<file path="config.mk">
export PLATFORM = sky130hd
export DESIGN_NAME = clock_synced_gate_toggle_bank
export DESIGN_NICKNAME = d
export VERILOG_FILES = /design/src/csgtb_pkg.sv /design/src/clock_synced_gate_toggle_bank.sv /design/src/csgtb_channel.sv
export SDC_FILE = /design/constraint.sdc
export NUM_CORES = 1
export LEC_CHECK = 0
export ABC_AREA = 1
export BUFFER_PORTS_ARGS = -buffer_cell sky130_fd_sc_hd__buf_4
export CORE_UTILIZATION = 37
export CTS_BUF_LIST = sky130_fd_sc_hd__clkbuf_4
export DETAILED_ROUTE_END_ITERATION = 12
export GPL_TIMING_DRIVEN = 0
export HOLD_SLACK_MARGIN = 0.15
export PLACE_DENSITY = 0.58
export SYNTH_ARGS = -nofsm -noshare
export SYNTH_HDL_FRONTEND = slang
export SYNTH_SLANG_ARGS = --single-unit
</file>
<file path="constraint.sdc">
create_clock -name clk -period 6.27 [get_ports clk]
set_input_delay 0.627 -clock clk [delete_from_list [all_inputs] [get_ports clk]]
set_output_delay 0.627 -clock clk [all_outputs]
set_load 0.05 [all_outputs]
</file>
<file path="src/csgtb_pkg.sv">
// ============================================================================
// csgtb_pkg
// Shared types and constants of the clock-synced gate toggle bank.
// ============================================================================
`default_nettype none

package csgtb_pkg;

	localparam int ChannelCount = 8;
	localparam int PortWidth = 8;
	localparam int PulseWidth = 10;
	localparam int CfgIndexWidth = 2;
	localparam int CfgDataWidth = 10;
	localparam logic [PulseWidth-1:0] PulseTicksReset = 10'd48;

	typedef enum logic [CfgIndexWidth-1:0] {
		CFG_DISABLE_UNARM = 2'd0,
		CFG_PULSE_TICKS = 2'd1
	} cfg_reg_t;

	typedef enum logic [1:0] {
		MODE_IDLE = 2'd0,
		MODE_WAIT_GATE = 2'd1,
		MODE_GATING = 2'd2,
		MODE_WAIT_IDLE = 2'd3
	} mode_t;

	typedef struct packed {
		logic [PortWidth-1:0] clock_high;
		logic [PortWidth-1:0] clock_plugged;
		logic [PortWidth-1:0] arm_high;
		logic [PortWidth-1:0] reset_high;
		logic [PortWidth-1:0] reset_plugged;
		logic reset_all_high;
	} item_t;

	typedef struct packed {
		logic [PortWidth-1:0] gate_out;
		logic [PortWidth-1:0] trigger_out;
		logic [PortWidth-1:0] change_pending;
	} result_t;

	typedef struct packed {
		logic clock_high;
		logic clock_plugged;
		logic arm_high;
		logic reset_high;
		logic reset_plugged;
	} pins_t;

	typedef struct packed {
		logic step;
		logic reset_all_edge;
		logic disable_unarm;
		logic [PulseWidth-1:0] pulse_ticks;
	} ctl_t;

	typedef struct packed {
		logic gate;
		logic trigger;
		logic pending;
	} status_t;

endpackage

`default_nettype wire

</file>
<file path="src/clock_synced_gate_toggle_bank.sv">
// ============================================================================
// clock_synced_gate_toggle_bank
// Bank of clock-synchronized gate toggles with trigger pulse outputs.
// ============================================================================
// Each accepted item is one sample tick for all channels and produces one
// result. The block takes one item per clock cycle unless a stalled result
// has both registers full. An accepted item is held in the input register
// until the result register can take its result, and the result is then
// captured in the result register and presented. A stalled result holds
// the input register, and the input side stalls only when both registers
// are full. The longest path is the ripple of the clock level through
// channels with unplugged clock jacks, one mux per channel.
`default_nettype none

module clock_synced_gate_toggle_bank #(
	parameter int CHANNEL_COUNT = csgtb_pkg::ChannelCount
) (
	input  wire logic                                 clk,
	input  wire logic                                 arst_n,
	input  wire logic                                 item_valid,
	output logic                                      item_ready,
	input  wire csgtb_pkg::item_t                     item,
	output logic                                      result_valid,
	input  wire logic                                 result_ready,
	output csgtb_pkg::result_t                        result,
	input  wire logic                                 cfg_we,
	input  wire logic [csgtb_pkg::CfgIndexWidth-1:0]  cfg_index,
	input  wire logic [csgtb_pkg::CfgDataWidth-1:0]   cfg_data
);

	localparam int PW = csgtb_pkg::PortWidth;

	csgtb_pkg::item_t item_s1;
	logic valid_s1;
	csgtb_pkg::result_t result_s2;
	logic valid_s2;
	logic advance;
	logic last_reset_all_q;
	logic disable_unarm_q;
	logic [csgtb_pkg::PulseWidth-1:0] pulse_ticks_q;
	csgtb_pkg::ctl_t ctl;
	csgtb_pkg::status_t status [CHANNEL_COUNT];
	logic [CHANNEL_COUNT-1:0] level;
	logic [CHANNEL_COUNT-1:0] held_level;
	csgtb_pkg::result_t result_next;

	assign advance = !valid_s2 || result_ready;
	assign item_ready = !valid_s1 || advance;
	assign result_valid = valid_s2;
	assign result = result_s2;

	assign ctl.step = valid_s1 && advance;
	assign ctl.reset_all_edge = item_s1.reset_all_high && !last_reset_all_q;
	assign ctl.disable_unarm = disable_unarm_q;
	assign ctl.pulse_ticks = pulse_ticks_q;

	for (genvar i = 0; i < CHANNEL_COUNT; i++) begin : g_chan
		csgtb_pkg::pins_t pins;
		logic prev_level;

		if (i < PW) begin : g_pins
			assign pins.clock_high = item_s1.clock_high[i];
			assign pins.clock_plugged = item_s1.clock_plugged[i];
			assign pins.arm_high = item_s1.arm_high[i];
			assign pins.reset_high = item_s1.reset_high[i];
			assign pins.reset_plugged = item_s1.reset_plugged[i];
		end else begin : g_nopins
			assign pins = '0;
		end

		if (i == 0) begin : g_first
			assign prev_level = held_level[0];
		end else begin : g_rest
			assign prev_level = level[i-1];
		end

		csgtb_channel u_channel (
			.clk        (clk),
			.arst_n     (arst_n),
			.ctl        (ctl),
			.pins       (pins),
			.prev_level (prev_level),
			.level      (level[i]),
			.held_level (held_level[i]),
			.status     (status[i])
		);
	end

	for (genvar j = 0; j < PW; j++) begin : g_out
		if (j < CHANNEL_COUNT) begin : g_used
			assign result_next.gate_out[j] = status[j].gate;
			assign result_next.trigger_out[j] = status[j].trigger;
			assign result_next.change_pending[j] = status[j].pending;
		end else begin : g_unused
			assign result_next.gate_out[j] = 1'b0;
			assign result_next.trigger_out[j] = 1'b0;
			assign result_next.change_pending[j] = 1'b0;
		end
	end

	always_ff @(posedge clk or negedge arst_n) begin
		if (!arst_n) begin
			disable_unarm_q <= 1'b0;
			pulse_ticks_q <= csgtb_pkg::PulseTicksReset;
		end else if (cfg_we) begin
			unique case (cfg_index)
				csgtb_pkg::CFG_DISABLE_UNARM: disable_unarm_q <= cfg_data[0];
				csgtb_pkg::CFG_PULSE_TICKS:
					pulse_ticks_q <= cfg_data[csgtb_pkg::PulseWidth-1:0];
				default: ;
			endcase
		end
	end

	always_ff @(posedge clk or negedge arst_n) begin
		if (!arst_n) begin
			valid_s1 <= 1'b0;
			valid_s2 <= 1'b0;
			last_reset_all_q <= 1'b0;
		end else begin
			if (item_ready) valid_s1 <= item_valid;
			if (ctl.step) begin
				valid_s2 <= 1'b1;
				last_reset_all_q <= item_s1.reset_all_high;
			end else if (result_ready) begin
				valid_s2 <= 1'b0;
			end
		end
	end

	always_ff @(posedge clk) begin
		if (item_ready && item_valid) item_s1 <= item;
		if (ctl.step) result_s2 <= result_next;
	end

endmodule

`default_nettype wire

</file>
<file path="src/csgtb_channel.sv">
// ============================================================================
// csgtb_channel
// One channel: edge detection, gate state machine and trigger pulse counter.
// ============================================================================
`default_nettype none

module csgtb_channel (
	input  wire logic                clk,
	input  wire logic                arst_n,
	input  wire csgtb_pkg::ctl_t     ctl,
	input  wire csgtb_pkg::pins_t    pins,
	input  wire logic                prev_level,
	output logic                     level,
	output logic                     held_level,
	output csgtb_pkg::status_t       status
);

	csgtb_pkg::mode_t mode_q;
	csgtb_pkg::mode_t mode_rst;
	csgtb_pkg::mode_t mode_next;
	logic last_clock_q;
	logic last_arm_q;
	logic last_reset_q;
	logic [csgtb_pkg::PulseWidth-1:0] pulse_q;
	logic [csgtb_pkg::PulseWidth-1:0] pulse_cur;
	logic [csgtb_pkg::PulseWidth-1:0] pulse_next;
	logic clk_edge;
	logic arm_edge;
	logic reset_edge;
	logic load_reset;
	logic load_fsm;

	assign held_level = last_clock_q;
	assign level = pins.clock_plugged ? pins.clock_high : prev_level;
	assign clk_edge = level & ~last_clock_q;
	assign arm_edge = pins.arm_high & ~last_arm_q;
	assign reset_edge = pins.reset_plugged & pins.reset_high & ~last_reset_q;

	// Reset-all acts first, then the channel reset; each fires the pulse when it
	// leaves the gating state.
	always_comb begin
		csgtb_pkg::mode_t m1;
		m1 = mode_q;
		load_reset = 1'b0;
		if (ctl.reset_all_edge) begin
			if (m1 == csgtb_pkg::MODE_GATING) load_reset = 1'b1;
			m1 = csgtb_pkg::MODE_IDLE;
		end
		if (reset_edge) begin
			if (m1 == csgtb_pkg::MODE_GATING) load_reset = 1'b1;
			m1 = csgtb_pkg::MODE_IDLE;
		end
		mode_rst = m1;
	end

	always_comb begin
		mode_next = mode_rst;
		load_fsm = 1'b0;
		unique case (mode_rst)
			csgtb_pkg::MODE_IDLE: begin
				if (arm_edge) mode_next = csgtb_pkg::MODE_WAIT_GATE;
			end
			csgtb_pkg::MODE_WAIT_GATE: begin
				if (arm_edge && !ctl.disable_unarm) begin
					mode_next = csgtb_pkg::MODE_IDLE;
				end else if (clk_edge) begin
					mode_next = csgtb_pkg::MODE_GATING;
					load_fsm = 1'b1;
				end
			end
			csgtb_pkg::MODE_GATING: begin
				if (arm_edge) mode_next = csgtb_pkg::MODE_WAIT_IDLE;
			end
			csgtb_pkg::MODE_WAIT_IDLE: begin
				if (arm_edge && !ctl.disable_unarm) begin
					mode_next = csgtb_pkg::MODE_GATING;
				end else if (clk_edge) begin
					mode_next = csgtb_pkg::MODE_IDLE;
					load_fsm = 1'b1;
				end
			end
			default: mode_next = csgtb_pkg::MODE_IDLE;
		endcase
	end

	always_comb begin
		pulse_cur = (load_reset || load_fsm) ? ctl.pulse_ticks : pulse_q;
		status.trigger = (pulse_cur != '0);
		pulse_next = status.trigger ? pulse_cur - csgtb_pkg::PulseWidth'(1) : pulse_cur;
		status.gate = (mode_next == csgtb_pkg::MODE_GATING) ||
			(mode_next == csgtb_pkg::MODE_WAIT_IDLE);
		status.pending = (mode_next == csgtb_pkg::MODE_WAIT_GATE) ||
			(mode_next == csgtb_pkg::MODE_WAIT_IDLE);
	end

	always_ff @(posedge clk or negedge arst_n) begin
		if (!arst_n) begin
			mode_q <= csgtb_pkg::MODE_IDLE;
			last_clock_q <= 1'b0;
			last_arm_q <= 1'b0;
			last_reset_q <= 1'b0;
			pulse_q <= '0;
		end else if (ctl.step) begin
			mode_q <= mode_next;
			last_clock_q <= level;
			last_arm_q <= pins.arm_high;
			if (pins.reset_plugged) last_reset_q <= pins.reset_high;
			pulse_q <= pulse_next;
		end
	end

endmodule

`default_nettype wire
</file>
==> flow_summary.toml <==
[sta]
least_margin_pin_slew_ns = 0.911
max_slew_margin_pct = 39.3
min_period_ns = 3.44
clock_skew_ns = 0.0290
report.final.setup_viol = 0
maxSlewViolCount = 0
fin_hold_ws_ns = 0.204
final_min_period_over_clock_period_pct = 54.8
grt_setup_unrepaired = "no"
hold_viol_final = 0
peak_freq_ghz = 0.291
fin_setup_tns_ns = 0

[yosys]
number_of_instances_in_the_synthesized_netlist = 1287
net_count_after_synthesis = 1354
dominantRegCellSynth = "dfrtp_1"
ys_async_sr_fraction_pct = 67.3
synth-seq-cells = 199
yosys.cell_types.count = 48
ys_seq_area_share_pct = 49.6
synth_area_leaders = "dfrtp_1 (31%), edfxtp_1 (18%), nand2_1 (13%)"
yosys.area.top_type_share_pct = 30.9
synth_area_leader_cell = "dfrtp_1"
synth-edff-count = 65
post_synth_instance_area_sq_mm = 0.0107
synthesis.area_per_instance_sq_um = 8.32
yosysWarningCount = 0

[cells_and_area]
drive_above_1_share_pct = 16.0
layout.core_utilization_pct = 44.7
area_growth_syn_to_layout_pct = 17.2
final_cell_mix = "nand2_1 (383), dfrtp_1 (132), inv_1 (108)"
layout_commonest_cell = "nand2_1"
nets = 1500

[route]
post_route_antenna_net_violation_count = 0
drtPass1Iterations = 6
avgRoutedWirePerCell_microns = 15.8
overall_routed_net_length_mm = 28.8
detailroute.via_count = 9191
detail_route.vias_per_cell = 5.04
route.detailed.drc = 0
drt_first_iter_violations = 747

[power_and_ir_drop]
lkg_pwr_nw = 5.69
power-per-cell-area_mw_per_mm2 = 417
max-vdd-ir-drop_v = 0.000152

[min_path]
hp-start = "cfg_we"
worstHoldPathType = "in2reg"
hold-path-cell-count = 2
hold-path-endpoint = "disable_unarm_q"

[clock_network]
clock_root_buffer = "clkbuf_4"
tritoncts_num_sinks = 199
clk-insertion-delay-late_ns = 0.63
tritoncts_buffer_count = 17
cts_tree = "done"
post-cts-setup-buffers = 0
htree_levels = 4
cts_max_path_buffers = 2
clkSlewWorstSetupHoldPaths_ns = 0.18

[placement]
io_buffers = 83
detailed_place_hpwl_mm = 19.9
gp_congestion = 0.894

[die]
width_of_the_chip_microns = 172
row_count = 61
coreArea_sq_mm = 0.0281
die_area_sq_mm = 0.0296
ios = 84
die_height_microns = 172
start_util_pct = 38.1

[critical_path]
crit_required_ns = 6.76
reg2reg_depth = 20
timing.critical_path.to_type = "register"
setup.worst_path.start_class = "register"
critical_path_type = "reg2reg"
r2r_slack_ns = 2.83
timing.rr.start = "item_s1[0]"
r2r-end = "g_chan[5].u_channel.pulse_q[2]"
setup.worst_path.start = "item_s1[0]"
crit_arrival_ns = 3.93
critical_path.max_fanout = 10

[outcome]
run_status = "finished, final reports clean"

[global_route]
grt_pass1_wl_mm = 46.2
grt_use_total_pct = 20.7
via_count_of_the_first_global_routing_pass = 8800
grt-ovfl-total = 0
antenna_violations_before_repair = 1
grt_start_max_net_pins = 92

[run]
cap_viol_max_count = 0
[metrics by stage]
stage          setup WS (ns)  area (sq um)  cells  power [mW]
3_3_place_gp            2.27         11800   1748        4.49
2_1_floorplan           3.46         10700   1287        3.92
4_1_cts                 2.85         12500   1824        5.25
5_1_grt                 2.50         12500   1825        5.68
3_5_place_dp            2.90         11900   1750        4.55
6_report                2.83         12500   1825        5.24
[power by group]
part / internal (mW) / leakage, nW / switching [mW]
combinational: 0.916 / 3.28 / 1.70
clock: 0.188 / 0.153 / 0.488
sequential: 1.75 / 2.26 / 0.198
[synthesized netlist by cell type, types with 16 or more instances]
| cell | instances |
|---|---|
| nand2_1 | 383 |
| dfrtp_1 | 132 |
| nand3_1 | 96 |
| inv_1 | 109 |
| a21oi_1 | 18 |
| xnor2_1 | 22 |
| xor2_1 | 24 |
| o21ai_1 | 36 |
| o21ai_0 | 93 |
| nand2_2 | 16 |
| clkbuf_1 | 23 |
| nor2_1 | 87 |
| edfxtp_1 | 65 |
[flip-flops by register name, indices dropped and copies added (netlist names)]
register and count:
result_valid 1, g_chan.u_channel.last_reset_q 8, pulse_ticks_q 10, g_chan.u_channel.held_level 8
valid_s1 1, last_reset_all_q 1, item_s1 1, g_chan.pins 40
g_chan.u_channel.mode_q 16, disable_unarm_q 1, result 24, g_chan.u_channel.pulse_q 80
g_chan.u_channel.last_arm_q 8
[layout make-up]
class	count	area, sq um
fillers	2847	15500
flip-flops and latches	199	5310
multi-input cells	927	4720
repair buffers	127	1100
well taps	378	473
inverters	115	432
plain buffers	46	246
clock buffers	20	150
clock inverters	12	116
diodes	1	2.50
[cells by family after synthesis]
family | count (synthesis) | synth area share, %
flops | 199 | 49.6
buf+inv | 161 | 6.32
xor+xnor | 46 | 3.76
simple gates | 668 | 28.1
compound gates | 196 | 10.4
fa+ha+maj | 9 | 1.05
mux | 8 | 0.842
[how the worst max path moves through the flow]
stage,end,slack [ns]
floorplan,g_chan[3].u_channel.pulse_q[0],3.46
global placement,result[8],2.27
detailed placement,g_chan[5].u_channel.pulse_q[6],2.90
CTS,g_chan[5].u_channel.pulse_q[7],2.85
global route,g_chan[5].u_channel.pulse_q[2],2.50
finish,g_chan[5].u_channel.pulse_q[2],2.83
[critical path: stages, from the launching register on]
cell and delay (ns):
edfxtp_1 0.40, inv_1 0.07, or2_1 0.10, buf_6 0.16
o21ai_2 0.09, nor2_1 0.16, o21a_1 0.16, nand4_1 0.22
nand2_2 0.26, buf_4 0.20, nand2_1 0.07, o21a_1 0.17
inv_1 0.09, ha_1 0.20, inv_1 0.05, nor2_1 0.13
nand2_1 0.13, nor2_4 0.19, nand3_2 0.18, o21ai_0 0.17
o21ai_1 0.09
[timing repair]
| item | in CTS | in global routing |
|---|---|---|
| gates resized for setup | 0 | 0 |
| hold endpoints to repair | 82 | 0 |
| hold buffers | 42 | 0 |
[per-layer routing]
metal  vias up  GRT usage, %  share of wire, %
li1       4511             -                 -
met1      4451          28.0                47
met2       191          33.9                47
met3        38          3.07               3.9
met4         0          6.77               2.1
met5         -             0                 0
No activity file was read; power rests on OpenSTA's default activity.
